==> src/hdl/pps_pkg.sv <==
`default_nettype none

package pps_pkg;

    localparam int NUM_STAGES = 64;
    localparam int VALUE_BITS = 16;

    localparam int IDX_BITS = (NUM_STAGES > 1) ? $clog2(NUM_STAGES) : 1;
    localparam int CNT_BITS = $clog2(NUM_STAGES + 1);
    localparam int BIT_BITS = $clog2(VALUE_BITS);

    localparam logic OP_VALUE = 1'b0;
    localparam logic OP_EOS   = 1'b1;

    typedef struct packed {
        logic        op;
        logic [15:0] candidate;
    } in_item_t;

    typedef struct packed {
        logic [15:0] prime;
        logic        table_full;
    } out_item_t;

    typedef struct packed {
        logic clear;
        logic load;
        logic rd;
        logic div_init;
        logic div_step;
        logic next;
        logic emit;
    } cmd_t;

    typedef struct packed {
        logic in_eos;
        logic in_small;
        logic scan_end;
        logic div_last;
        logic divisible;
        logic out_free;
    } status_t;

endpackage

`default_nettype wire

==> src/hdl/pps_ctrl.sv <==
`default_nettype none

module pps_ctrl
    import pps_pkg::*;
(
    input  wire logic    clk,
    input  wire logic    rst_n,
    input  wire logic    cand_valid,
    output logic         cand_stall,
    input  wire status_t st,
    output cmd_t         cmd
);

    typedef enum logic [2:0] {
        S_IDLE,
        S_SCAN,
        S_LOAD,
        S_DIV,
        S_CHECK,
        S_EMIT
    } state_t;

    state_t state_reg;
    state_t state_next;

    assign cand_stall = (state_reg != S_IDLE);

    always_comb
    begin
        state_next = state_reg;
        cmd        = '0;
        unique case (state_reg)
            S_IDLE:
            begin
                if (cand_valid)
                begin
                    if (st.in_eos)
                    begin
                        cmd.clear = 1'b1;
                    end
                    else if (!st.in_small)
                    begin
                        cmd.load   = 1'b1;
                        state_next = S_SCAN;
                    end
                end
            end
            S_SCAN:
            begin
                if (st.scan_end)
                begin
                    state_next = S_EMIT;
                end
                else
                begin
                    cmd.rd     = 1'b1;
                    state_next = S_LOAD;
                end
            end
            S_LOAD:
            begin
                cmd.div_init = 1'b1;
                state_next   = S_DIV;
            end
            S_DIV:
            begin
                cmd.div_step = 1'b1;
                if (st.div_last)
                begin
                    state_next = S_CHECK;
                end
            end
            S_CHECK:
            begin
                if (st.divisible)
                begin
                    state_next = S_IDLE;
                end
                else
                begin
                    cmd.next   = 1'b1;
                    state_next = S_SCAN;
                end
            end
            S_EMIT:
            begin
                if (st.out_free)
                begin
                    cmd.emit   = 1'b1;
                    state_next = S_IDLE;
                end
            end
            default:
            begin
                state_next = S_IDLE;
            end
        endcase
    end

    always_ff @(posedge clk or negedge rst_n)
    begin
        if (!rst_n)
        begin
            state_reg <= S_IDLE;
        end
        else
        begin
            state_reg <= state_next;
        end
    end

endmodule

`default_nettype wire

==> src/hdl/pps_datapath.sv <==
`default_nettype none

module pps_datapath
    import pps_pkg::*;
(
    input  wire logic     clk,
    input  wire logic     rst_n,
    input  wire in_item_t cand,
    input  wire cmd_t     cmd,
    output status_t       st,
    output logic          res_valid,
    input  wire logic     res_stall,
    output out_item_t     res
);

    logic [VALUE_BITS-1:0] stage_mem [NUM_STAGES];
    logic [VALUE_BITS-1:0] rd_data_reg;

    logic [CNT_BITS-1:0]   used_reg;
    logic [CNT_BITS-1:0]   idx_reg;
    logic [VALUE_BITS-1:0] value_reg;
    logic [VALUE_BITS-1:0] dividend_reg;
    logic [VALUE_BITS-1:0] divisor_reg;
    logic [VALUE_BITS-1:0] rem_reg;
    logic [BIT_BITS-1:0]   bit_reg;
    logic                  res_valid_reg;
    out_item_t             res_reg;

    logic [VALUE_BITS-1:0] in_value;
    logic [VALUE_BITS:0]   rem_shift;
    logic [VALUE_BITS:0]   rem_sub;
    logic [VALUE_BITS-1:0] rem_next;
    logic                  full;

    assign in_value = VALUE_BITS'(cand.candidate);

    // one quotient bit per cycle, restoring form
    assign rem_shift = {rem_reg, dividend_reg[VALUE_BITS-1]};
    assign rem_sub   = rem_shift - {1'b0, divisor_reg};
    assign rem_next  = rem_sub[VALUE_BITS] ? rem_shift[VALUE_BITS-1:0]
                                           : rem_sub[VALUE_BITS-1:0];

    assign full = (used_reg == CNT_BITS'(NUM_STAGES));

    assign st.in_eos    = (cand.op == OP_EOS);
    assign st.in_small  = (in_value < VALUE_BITS'(2));
    assign st.scan_end  = (idx_reg == used_reg);
    assign st.div_last  = (bit_reg == '0);
    assign st.divisible = (rem_reg == '0);
    assign st.out_free  = !res_valid_reg || !res_stall;

    assign res_valid = res_valid_reg;
    assign res       = res_reg;

    always_ff @(posedge clk)
    begin
        if (cmd.rd)
        begin
            rd_data_reg <= stage_mem[idx_reg[IDX_BITS-1:0]];
        end
        if (cmd.emit && !full)
        begin
            stage_mem[used_reg[IDX_BITS-1:0]] <= value_reg;
        end
    end

    always_ff @(posedge clk)
    begin
        if (cmd.load)
        begin
            value_reg <= in_value;
        end
        if (cmd.div_init)
        begin
            divisor_reg  <= rd_data_reg;
            dividend_reg <= value_reg;
            rem_reg      <= '0;
            bit_reg      <= BIT_BITS'(VALUE_BITS - 1);
        end
        else if (cmd.div_step)
        begin
            dividend_reg <= {dividend_reg[VALUE_BITS-2:0], 1'b0};
            rem_reg      <= rem_next;
            bit_reg      <= bit_reg - 1'b1;
        end
        if (cmd.emit)
        begin
            res_reg.prime      <= 16'(value_reg);
            res_reg.table_full <= full;
        end
    end

    always_ff @(posedge clk or negedge rst_n)
    begin
        if (!rst_n)
        begin
            used_reg      <= '0;
            idx_reg       <= '0;
            res_valid_reg <= 1'b0;
        end
        else
        begin
            if (cmd.clear)
            begin
                used_reg <= '0;
            end
            else if (cmd.emit && !full)
            begin
                used_reg <= used_reg + 1'b1;
            end

            if (cmd.load)
            begin
                idx_reg <= '0;
            end
            else if (cmd.next)
            begin
                idx_reg <= idx_reg + 1'b1;
            end

            if (cmd.emit)
            begin
                res_valid_reg <= 1'b1;
            end
            else if (!res_stall)
            begin
                res_valid_reg <= 1'b0;
            end
        end
    end

endmodule

`default_nettype wire

==> src/hdl/pipelined_prime_sieve.sv <==
// channel  direction  handshake               payload
// cand     in         cand_valid/cand_stall   in_item_t  {op, candidate}
// res      out        res_valid/res_stall     out_item_t {prime, table_full}
//
// a candidate walks the stored primes one at a time; each stored prime takes a memory
// read, a divisor load, a bit-serial remainder and a check; a survivor is emitted once
// every stored prime is tested, and a candidate is dropped at the first prime that divides
// it; end of stream clears the fill count and a value below two is dropped, both in idle
// rst_n clears the fill count; stored primes need no clearing
// res holds its result while res_stall is high; a new candidate is taken meanwhile
`default_nettype none

module pipelined_prime_sieve
    import pps_pkg::*;
(
    input  wire logic      clk,
    input  wire logic      rst_n,
    input  wire logic      cand_valid,
    output logic           cand_stall,
    input  wire in_item_t  cand,
    output logic           res_valid,
    input  wire logic      res_stall,
    output out_item_t      res
);

    cmd_t    cmd;
    status_t st;

    pps_ctrl u_ctrl (
        .clk        (clk),
        .rst_n      (rst_n),
        .cand_valid (cand_valid),
        .cand_stall (cand_stall),
        .st         (st),
        .cmd        (cmd)
    );

    pps_datapath u_datapath (
        .clk       (clk),
        .rst_n     (rst_n),
        .cand      (cand),
        .cmd       (cmd),
        .st        (st),
        .res_valid (res_valid),
        .res_stall (res_stall),
        .res       (res)
    );

endmodule

`default_nettype wire

==> config.mk <==
export PLATFORM = sky130hd
export DESIGN_NAME = pipelined_prime_sieve
export DESIGN_NICKNAME = d
export VERILOG_FILES = /design/src/hdl/pps_pkg.sv /design/src/hdl/pps_ctrl.sv /design/src/hdl/pps_datapath.sv /design/src/hdl/pipelined_prime_sieve.sv
export SDC_FILE = /design/constraint.sdc
export NUM_CORES = 1
export LEC_CHECK = 0
export BUFFER_PORTS_ARGS = -buffer_cell sky130_fd_sc_hd__buf_2
export CAP_MARGIN = 10
export CORE_MARGIN = 2
export CORE_UTILIZATION = 63
export DETAILED_ROUTE_END_ITERATION = 8
export GPL_ROUTABILITY_DRIVEN = 0
export HOLD_SLACK_MARGIN = 0.1
export PLACE_DENSITY = 0.79
export SLEW_MARGIN = 20
export SYNTH_ARGS = -nofsm -noshare
export SYNTH_HDL_FRONTEND = slang
export SYNTH_SLANG_ARGS = --single-unit
==> constraint.sdc <==
create_clock -name clk -period 4.45 [get_ports clk]
set_clock_uncertainty 0.05 [all_clocks]
set_input_delay 0.2225 -clock clk [delete_from_list [all_inputs] [get_ports clk]]
set_output_delay 0.2225 -clock clk [all_outputs]
set_load 0.05 [all_outputs]
==> qor.txt <==
Outcome - finished, final reports clean
Prevailing post-synth register cell - edfxtp_1
Synth area leader - edfxtp_1
R2R Setup Slk - 980 ps
Worst VDD drop - 0.000455 V
Dpl hpwl - 58.4 mm
Iteration-0 DRC Markers - 3610
Share of flip-flops with an asynchronous set or reset - 0.0157
Cell area after synthesis - 44600 um2
EDFF count, synth - 1105
Vias in the first global route - 22764
Highest cell delay on the worst timing path - 710 ps
Initial antenna violation count - 6
Setup crit end kind - flip-flop
Max FFs per register - 1024
Final worst-path cycle share - 0.779
DR DRC count - 0
# nets final - 2271
Worst Path Buf+Inv - 2
Most frequent CP cell - mux4_2
Share of the synthesized area in the top cell type - 0.745
Slowest cell on crit path - dfrtp_4
Max Cap Viol - 0
Critical Path AT - 3820 ps
Largest family of logic cells by synthesized area - multiplexers
CP Cell Sequence - buf_12, buf_4, mux4_2, mux4_2, mux4_2
Core Area - 70000 um2
Die W - 270 um
H-tree depth - 3
Row cnt - 97
Warnings from Yosys - 0
Post-CTS Setup Bufs - 0
Fillers - 3803
Highest Clock Rate - 0.288 GHz
Clk buf depth - 3
Area Overhead vs Synth - 12.6%
Mean Syn Cell Area - 21.7 um2
Share of the yosys chip area belonging to registers - 0.764
XOR/XNOR Fraction of Synth Area - 0.00567
Max_slew headroom - 0.289
Crit path launch type - flip-flop
Cell area after layout - 50200 um2
Worst Tran Pin Value - 1070 ps
Power Total - 28000 uW
DRT Pass-1 Iters - 6
Routed Antenna Nets - 0
Global-route wire length before repair - 159 mm
Hold Worst Slack - 237 ps
Congestion Overflow GR - 0
Min-Delay Path Class - in -> reg
Setup CP Type - reg -> reg
Fin cells - 3260
Die area - 72900 um2
Starting Density - 0.636
Wire length per cell - 33.7 um
RSZ-0062 raised after global routing - false
Via density - 6.96
Family with the most delay on the worst path - multiplexers
Cells after DPL - 3038
Fraction of layout cells with a size suffix above 1 - 0.279
Multiplexer share of the synthesized area - 0.169
Top post-synthesis cells by area - edfxtp_1 74%, mux4_2 16%, dfrtp_1 1.0%
Power density cells - 559 nW/um2
Post-Synth Simple-Gate Area - 0.0240
Largest net degree at the start of global routing - 73
Synth cell types - 52
GRT Total Usage - 0.306
Cell count after synthesis - 2049
Worst skew pair latency - 670 ps
Post-synthesis adder-cell area fraction - 0.00607
Mapped Nets - 2091
Slew Limit Fails - 0
Routed WL - 110 mm
WP data required - 4800 ps
Setup TNS - 0 ps
Total number of vias - 22691
Minimum clock period - 3470 ps
CTS tree - built
Final setup vio count - 0
Register bit total from synthesis - 1143
Root Driver - clkbuf_16
Total CTS buffers - 108
Sink Count - 1143
CTS clk-pin slew, worst paths - 60 ps
Final hold viol count - 0
Compound-Gate Fraction of Synth Area - 0.0182
Post-DP Area - 46500 um2
I/O Buffers - 39
Pleak - 0.0157 uW
Crit path max fanout - 24
IO Count - 40
Die span in y - 270 um
==> report_power, final <==
part / switching, uW / total, uW / internal (uW)
logic: 3410 / 6220 / 2810
registers: 410 / 12800 / 12300
clock network: 3890 / 9060 / 5170
total: 7710 / 28000 / 20300
==> cells in the final DEF (no fill, tap or decap), types with 27 or more instances in the layout <==
master,instances
a21oi_1,50
buf_2,39
buf_4,105
clkbuf_16,110
edfxtp_1,1105
inv_1,29
mux2i_1,34
mux4_2,312
nand2_1,39
nor2_1,96
nor2b_1,27
==> final timing paths <==
kind,from,endpoint,cells after the start
setup / recovery,u_datapath.idx_reg[0]$_DFFE_PN0P_,u_datapath.rd_data_reg[2]$_DFFE_PN_,5
hold / removal,cand[0],u_datapath.value_reg[0]$_DFFE_PP_,2
setup reg to reg,u_datapath.idx_reg[0]$_DFFE_PN0P_,u_datapath.rd_data_reg[2]$_DFFE_PN_,5
hold reg to reg,u_datapath.rd_data_reg[3]$_DFFE_PN_,u_datapath.divisor_reg[3]$_DFFE_PP_,0
max in group asynchronous,rst_n,u_datapath.idx_reg[3]$_DFFE_PN0P_,3
min in group asynchronous,rst_n,u_datapath.idx_reg[5]$_DFFE_PN0P_,3
==> per-layer routing <==
| layer | global-route usage | vias up | wire, um |
|---|---|---|---|
| li1 | - | 8901 | - |
| met1 | 0.421 | 11767 | 39100 |
| met2 | 0.488 | 1741 | 53700 |
| met3 | 0.0638 | 278 | 12100 |
| met4 | 0.125 | 4 | 4770 |
| met5 | 0 | - | 27 |
==> cell usage after synthesis (all sizes together), types with 3 or more instances <==
| cell type | instances |
|---|---|
| and2 | 3 |
| xnor2 | 13 |
| a211oi | 24 |
| mux4 | 312 |
| a21oi | 51 |
| o21a | 6 |
| xor2 | 15 |
| edfxtp | 1105 |
| nor2b | 27 |
| clkbuf | 57 |
| nand3 | 15 |
| or3 | 7 |
| nand4 | 10 |
| nor4 | 9 |
| mux2i | 34 |
| mux2 | 15 |
| a32oi | 3 |
| o211ai | 3 |
| buf | 51 |
| ha | 20 |
| a31oi | 3 |
| nand2b | 4 |
| dfxtp | 20 |
| nand3b | 4 |
| inv | 29 |
| dfrtp | 18 |
| nor3 | 6 |
| o21ai | 25 |
| nand2 | 39 |
| nor2 | 97 |
==> per-stage QoR <==
stage	util	setup WS, ps
after floorplan	-	770
after global placement	0.663	1090
after detailed placement	0.664	1060
after CTS	0.717	925
after global routing	0.717	847
final	0.717	981
==> final cells by class <==
type / instances / area (um2) / share of cell area
repair buffers: 178 / 1430 / 0.0286
well taps: 940 / 1180 / 0.0234
flip-flops and latches: 1143 / 34000 / 0.678
diodes: 1 / 2.50 / 0.0000499
multi-input cells: 769 / 9960 / 0.198
clock inverters: 62 / 564 / 0.0112
clock buffers: 138 / 2900 / 0.0577
inverters: 29 / 109 / 0.00217
==> timing repair <==
| action | CTS | global route |
|---|---|---|
| hold buffers | 21 | 0 |
| endpoints found under the hold margin | 61 | 0 |
| setup endpoints to repair | 0 | 0 |
| gates resized for setup | 0 | 0 |
==> kinds of logic (layout without fill, tap and decap cells) <==
kind of cell / after synthesis / in the layout
XOR/XNOR: 28 / 28
AND/OR/NAND/NOR: 228 / 228
buffers and inverters: 137 / 407
other: 0 / 1
multiplexers: 361 / 361
adder cells (fa/ha/maj): 21 / 21
flip-flops: 1143 / 1143
AO/OA/AOI/OAI: 131 / 131
Note: power is estimated with default switching activity, not from simulation.
